$ cat src/design/cau_pkg.sv
`timescale 1ns / 1ps
// ----------------------------------------------------------------------------
// cau_pkg
// Shared types and constants of the complex arithmetic unit.
// ----------------------------------------------------------------------------
package cau_pkg;

  // Fraction bits of the fixed point format (valid range 8..24).
  localparam int unsigned FracBits = 16;
  // Quotient bits produced by the divider, one per stage.
  localparam int unsigned DivSteps = 32;

  typedef enum logic [2:0] {
    CmdAdd = 3'd0,
    CmdSub = 3'd1,
    CmdMul = 3'd2,
    CmdDiv = 3'd3,
    CmdCmp = 3'd4
  } cmd_e;

  typedef struct packed {
    logic [2:0]         command;
    logic signed [31:0] a_real;
    logic signed [31:0] a_imag;
    logic signed [31:0] b_real;
    logic signed [31:0] b_imag;
  } req_t;

  typedef struct packed {
    logic signed [31:0] result_real;
    logic signed [31:0] result_imag;
    logic               is_equal;
    logic               divide_by_zero;
    logic               saturated;
  } res_t;

  // One divider lane: remainder, divisor, dividend/quotient shift word.
  typedef struct packed {
    logic        neg;
    logic        ovf;
    logic [63:0] rem;
    logic [63:0] den;
    logic [31:0] w;
  } lane_t;

endpackage

$ cat src/design/cau_div_step.sv
`timescale 1ns / 1ps
// ----------------------------------------------------------------------------
// cau_div_step
// One registered restoring division step: shifts in one dividend bit and
// produces one quotient bit.
// ----------------------------------------------------------------------------
module cau_div_step (
  input  logic           clk_i,
  input  logic           en_i,
  input  cau_pkg::lane_t lane_i,
  output cau_pkg::lane_t lane_o
);

  logic [64:0]    trial;
  logic           ge;
  cau_pkg::lane_t lane_d;
  cau_pkg::lane_t lane_q;

  always_comb begin
    trial  = {lane_i.rem, lane_i.w[31]};
    ge     = trial >= {1'b0, lane_i.den};
    lane_d = lane_i;
    lane_d.rem = ge ? 64'(trial - {1'b0, lane_i.den}) : trial[63:0];
    lane_d.w   = {lane_i.w[30:0], ge};
  end

  always_ff @(posedge clk_i) begin
    if (en_i) begin
      lane_q <= lane_d;
    end
  end

  assign lane_o = lane_q;

endmodule

$ cat config.mk
export PLATFORM = sky130hd
export DESIGN_NAME = cau_div_step
export DESIGN_NICKNAME = d
export VERILOG_FILES = /design/src/design/cau_pkg.sv /design/src/design/cau_div_step.sv
export SDC_FILE = /design/constraint.sdc
export NUM_CORES = 1
export LEC_CHECK = 0
export BUFFER_PORTS_ARGS = -buffer_cell sky130_fd_sc_hd__clkbuf_2
export CAP_MARGIN = 0
export CORE_ASPECT_RATIO = 0.5
export CORE_UTILIZATION = 25
export DETAILED_ROUTE_END_ITERATION = 6
export PLACE_DENSITY = 0.41
export SLEW_MARGIN = 10
export SYNTH_ARGS = -nofsm -noshare
export SYNTH_HDL_FRONTEND = slang
export SYNTH_SLANG_ARGS = --single-unit
$ cat constraint.sdc
create_clock -name clk_i -period 3.5 [get_ports clk_i]
set_input_delay 0.175 -clock clk_i [delete_from_list [all_inputs] [get_ports clk_i]]
set_output_delay 0.175 -clock clk_i [all_outputs]
set_load 0.02 [all_outputs]
==> key figures, run 1 <==
Worst setup path
  – Crit path to: lane_o[141]
  – Critical Path RT: 3.69 ns
  – CP max stage delay: 0.54 ns
  – CP endpoint kind: flip-flop
  – Crit Path Class: input pin to flip-flop
  – Delay-heaviest family, CP: compound AO/OA/AOI/OAI gates
  – CP most frequent cell: a21oi_1
  – Cells along the critical path: dlygate4sd3_1 > clkbuf_2 > inv_1 > ha_1 > a21oi_1 > o221ai_1 > nand3_1 > o311ai_4 > o2111ai_1 > buf_4 > nand2_1 > a21oi_1 > o21ai_0 > xor2_1 > mux2_2
  – Crit. path cell count: 15
  – Worst-path maximum fanout: 5
  – CP max stage cell: o2111ai_1
  – Setup crit start kind: input pin
  – CP Buf/Inv Count: 4
  – Worst Path Arrival: 3.65 ns
  – Origin of the worst setup path: lane_i[38]

Hold path
  – Hold Crit Class: input pin to flip-flop

Finish
  – Post-route core utilization: 0.3660
  – Nets: 1,601
  – Area of all placed cells without fillers: 13,850 um2
  – Number of flip-flops in the largest register: 162
  – Synthesis-to-layout area growth: 42.32%
  – Share of cells above drive strength 1: 0.3302
  – # fillers: 3,881
  – Antenna cells: 0

Yosys
  – Mapped Nets: 1,160
  – Commonest cells in the netlist: 162 x edfxtp_1, 122 x a21oi_1, 83 x nor2_1, 81 x inv_1, 64 x ha_1
  – Yosys cell types: 64
  – Cell with the most instances after synthesis: edfxtp_1
  – Seq/Total Area, Yosys: 0.4998
  – Async SR Flop Fraction: 0
  – Post-synth EDFFs: 162
  – Post-Syn Area: 9733 um2
  – Synth Register Bits: 162
  – Syn Area/Cell: 10.45 um2
  – Post-synth top area share: 0.4998
  – Yosys Warn Count: 0
  – Synth area leaders: edfxtp_1 50%, ha_1 8.2%, a21oi_1 6.3%
  – Dominant synthesized flop cell: edfxtp_1
  – Synthesized instance count: 931
  – Largest area contributor in the netlist: edfxtp_1

STA
  – Endpoints failing setup: 0
  – Worst-margin pin slew: 0.7781 ns
  – Final period util: 0.9863
  – Setup total negative slack: 0 ns
  – Fmax: 289.7 MHz
  – Final Critical Period: 3.452 ns
  – Rel. slew slack: 0.4813
  – Final Slew Violations: 0
  – Final hold vios: 0

Drt
  – Vias: 8,675
  – Post-Route WL: 32.00 mm
  – Antenna-violating nets left: 0
  – # DRC: 0
  – Iter 0 DRT Violations: 427
  – TritonRoute pass-1 iters: 5
  – WL/cell: 16.81 um
  – Vias/cell: 4.556

Power
  – Switch Pwr: 2017 uW
  – Flop pwr share: 0.397
  – Power Density: 450.3 nW/um2
  – Final Power: 6238 uW
  – Switching share of power: 0.3234
  – Clk pwr share: 0.300
  – Power share of the combinational group: 0.302
  – Leak pwr: 0.006125 uW
  – Int Pwr: 4221 uW
  – Peak VDD IR: 0.3367 mV

Global route
  – Tot GR Track Use: 0.1562
  – Vias in the first global route: 8,638
  – Initial antenna violation count: 1
  – Total grt overflow: 0
  – Largest net degree at the start of global routing: 74
  – First-pass GRT wire length: 47.42 mm

CTS
  – CTS Root Cell: clkbuf_16
  – H-tree depth: 4
  – CTS Buf Count: 17
  – Clock Path Buffers: 2
  – Reg clk slew, reported paths: 0.06 ns
  – Sink Count: 162
  – CTS tree: yes

Placed design
  – Placed Instance Area: 12,130 um2
  – Final HPWL DP: 25.03 mm
  – Global placement routability congestion: 0.8014
  – Port Buf Inserts: 325

Status
  – Status: completed

Floorplanning
  – Starting Density: 0.2572
  – Rows: 50
  – Placeable Area: 37,850 um2
  – Ports: 326
  – Width of the die: 281.0 um
  – Die area: 39,770 um2
  – Die height: 141.5 um

Run
  – Max Cap Violations: 0
[routing by layer]
metal	track usage	up-vias	part of all wire
li1	-	4293	-
met1	0.1930	4218	0.44
met2	0.2799	149	0.52
met3	0.02964	15	0.032
met4	0.03796	0	0.0086
met5	0	-	0
[cells by family after synthesis]
logic type      Yosys count  synth area share
simple gates            231            0.1102
buf+inv                 125           0.05309
xor+xnor                 61           0.05489
compound gates          267            0.1742
mux                      20           0.02352
fa+ha+maj                65           0.08433
flops                   162            0.4998
[layout by cell type (no fill, tap or decap), types with 4 or more instances in the layout]
cell type and n:
o21ai_0 36, nor2_1 83, and3_1 5, ha_2 5, dlygate4sd3_1 97, nand2b_1 6, xnor2_1 36, nand3_1 15
a21oi_1 118, nor2b_1 7, o211ai_1 4, mux2_2 19, edfxtp_1 162, nand2_1 55, a21oi_2 8, o221ai_1 5
clkinv_4 4, a211oi_1 4, o21ai_1 4, nor3_1 8, clkbuf_16 19, nand4_1 27, a31oi_1 4, xor2_1 25
inv_1 81, buf_4 39, o21bai_1 11, clkbuf_2 324, ha_1 59, nor4_1 5, a21o_1 33
[through the flow]
stage	hold WS, ns	worst slack, ns	cells
after CTS	0.02235	0.01581	1899
after global routing	0.02778	-0.01422	1904
after global placement	0.3533	0.06012	1771
after floorplan	0.2739	0.4779	931
after detailed placement	0.3536	-0.005397	1771
final	0.05107	0.04793	1904
[how the worst min path moves through the flow]
stage	slack, ns	cells past startpoint	startpoint	to
floorplan	0.27	0	lane_i[9]	lane_o[10]
global placement	0.35	1	lane_i[161]	lane_o[161]
detailed placement	0.35	1	lane_i[11]	lane_o[12]
CTS	0.02	2	lane_i[104]	lane_o[105]
global route	0.03	2	lane_i[111]	lane_o[112]
finish	0.05	2	lane_i[104]	lane_o[105]
[power by group through the flow]
stage,clock network (uW),logic (uW),registers [uW]
2_1_floorplan,0,815,2810
3_3_place_gp,0,1770,2520
3_5_place_dp,0,1770,2520
4_1_cts,1930,1860,2480
5_1_grt,2000,2050,2500
6_report,1870,1890,2480
[what timing repair did]
action,in CTS,in global routing
endpoints found under the setup margin,0,42
buffers inserted,0,3
hold buffers,97,0
resized for setup,0,26
hold endpoints to repair,97,0
[cell type report]
type	count	area (um2)	share of cell area
clock buffer	18	429.2	0.03098
clock inverter	13	137.6	0.009936
inverter	81	304.0	0.02195
multi-input combinational	644	4459	0.3219
sequential	162	4865	0.3512
tap	520	650.6	0.04697
timing repair buffer	466	3007	0.2171
No activity file was read; power rests on OpenSTA's default activity.
==> inputs of run 2 (changes only) <==
--- a/config.mk
+++ b/config.mk
@@ -10,2 +10,3 @@
 export CORE_ASPECT_RATIO = 0.5
+export CORE_MARGIN = 10
 export CORE_UTILIZATION = 25
==> constraint.sdc (replaced) <==
create_clock -name clk_i -period 3.5 [get_ports clk_i]
set_input_delay 0.525 -clock clk_i [delete_from_list [all_inputs] [get_ports clk_i]]
set_output_delay 0.525 -clock clk_i [all_outputs]
set_load 0.02 [all_outputs]
==> key figures, run 2 (synthesis gave the netlist of run 1 again) <==
Power
  – Peak VDD IR: 0.2872 mV (-15%)
  – Leak pwr: 0.006151 uW (+0.44%)
  – Final Power: 6286 uW (+0.76%)
  – Power Density: 466.2 nW/um2 (+3.5%)

Drt
  – WL/cell: 18.38 um (+9.3%)
  – TritonRoute pass-1 iters: 5 (unchanged)
  – Vias/cell: 4.487 (-1.5%)
  – # DRC: 0 (unchanged)
  – Iter 0 DRT Violations: 498 (+17%)
  – Vias: 8,562 (-1.3%)
  – Post-Route WL: 35.07 mm (+9.6%)
  – Antenna-violating nets left: 0 (unchanged)

CTS
  – Sink Count: 162 (unchanged)
  – H-tree depth: 4 (unchanged)
  – Post-CTS setup buffer count: 0 (unchanged)
  – Post_cts resized: 0 (unchanged)
  – Reg clk slew, reported paths: 0.07 ns (about the same)
  – CTS Root Cell: clkbuf_16
  – Post-CTS Hold Buffers: 0 (-100%)
  – CTS Buf Count: 17 (unchanged)
  – Clock Path Buffers: 2 (unchanged)
  – CTS tree: yes

Placed design
  – Post-place setup slack: -0.1544 ns (-0.1490 ns)
  – Final HPWL DP: 29.25 mm (+17%)
  – Placed Instance Area: 12,910 um2 (+6.4%)
  – Port Buf Inserts: 325 (unchanged)
  – Global placement routability congestion: 0.7767 (-3.1%)

Finish
  – Share of cells above drive strength 1: 0.3867 (+0.05652)
  – Area of all placed cells without fillers: 13,480 um2 (-2.7%)
  – Number of flip-flops in the largest register: 162 (unchanged)
  – Post-route core utilization: 0.3556 (-0.01037)
  – Register area: 4865 um2 (unchanged)
  – Most common cell after layout, fill and taps aside: clkbuf_2
  – # fillers: 3,990 (+2.8%)
  – Synthesis-to-layout area growth: 38.51%
  – Footprint of the multi-input gates: 4352 um2 (-2.4%)
  – Nets: 1,602 (+0.062%)
  – Commonest non-fill, non-tap cells in the layout: 324 x clkbuf_2, 162 x edfxtp_1, 139 x buf_4, 122 x a21oi_1, 83 x nor2_1

STA
  – Worst-margin pin slew: 0.6057 ns (-0.1724 ns)
  – Worst Setup Slack, final: 0.2182 ns (+0.1703 ns)
  – Final Critical Period: 3.282 ns (-0.1703 ns)
  – Rel. slew slack: 0.5919 (+0.1107)
  – RSZ-0062 raised after global routing: no
  – Final hold vios: 0 (unchanged)
  – Setup total negative slack: 0 ns (unchanged)
  – Fmax: 304.7 MHz (+5.2%)
  – Final Slew Violations: 0 (unchanged)
  – Endpoints failing setup: 0 (unchanged)
  – Final period util: 0.9377 (-0.04865)

Worst setup path
  – Worst Path Arrival: 3.49 ns (-0.16 ns)
  – CP max stage cell: a21oi_1
  – Delay-heaviest family, CP: compound AO/OA/AOI/OAI gates
  – Worst-path maximum fanout: 5 (unchanged)
  – CP most frequent cell: a21oi_1
  – CP max stage delay: 0.41 ns (-0.13 ns)
  – Crit Path Class: input pin to flip-flop
  – CP Buf/Inv Count: 2 (-2)
  – Setup crit start kind: input pin
  – Crit. path cell count: 13 (-2)
  – CP endpoint kind: flip-flop
  – Cells along the critical path: clkbuf_2 > inv_1 > ha_1 > a21oi_1 > o211ai_1 > a21oi_1 > o22ai_1 > a311o_1 > a31o_4 > a21o_4 > a31oi_4 > xnor2_1 > mux2_4
  – Critical Path RT: 3.71 ns (+0.02 ns)

Floorplanning
  – Die height: 159.5 um (+13%)
  – Die area: 47,700 um2 (+20%)
  – Width of the die: 299.0 um (+6.4%)
  – Placeable Area: 37,910 um2 (+0.17%)
  – Rows: 50 (unchanged)
  – Starting Density: 0.2567 (-0.0004244)
  – Ports: 326 (unchanged)

Global route
  – Vias in the first global route: 8,942 (+3.5%)
  – Initial antenna violation count: 2 (+1)
  – Tot GR Track Use: 0.1426 (-0.01360)
  – Largest net degree at the start of global routing: 66 (-11%)
  – Total grt overflow: 0 (unchanged)
  – First-pass GRT wire length: 52.87 mm (+12%)

Hold path
  – Hold Crit Class: input pin to flip-flop
  – Hold Crit Depth: 1 (-1)

Status
  – Status: completed

Run
  – Max Cap Violations: 0 (unchanged)
run 2: layer usage:
metal	vias to the layer above	GRT usage	share of wire
li1	4300	-	-
met3	21	0.02833	0.033
met5	-	0	0
met4	0	0.03735	0.013
met1	4102	0.1637	0.41
met2	139	0.2651	0.54
run 2: worst paths after layout:
path,start,endpoint
min,lane_i[5],lane_o[6]
max,lane_i[45],lane_o[148]
run 2: where the power goes:
part | switching, uW | internal [uW] | leakage, uW
Combinational | 1150 | 782 | 0.00429
Sequential | 59.2 | 2420 | 0.00159
Clock | 885 | 997 | 0.000275
Total | 2090 | 4200 | 0.00615
run 2: final cells by class:
type	count	area share
clock buffers	17	0.03155
multi-input cells	644	0.3228
inverters	81	0.02255
repair buffers	467	0.2030
flip-flops and latches	162	0.3608
well taps	520	0.04826
diodes	2	0.0003712
clock inverters	15	0.01067
run 2: stage by stage:
step,hold WS (ns),std cells
2_1_floorplan,0.6239,931
6_report,0.2400,1908
3_3_place_gp,0.7022,1874
3_5_place_dp,0.7037,1874
4_1_cts,0.2136,1906
5_1_grt,0.2164,1908
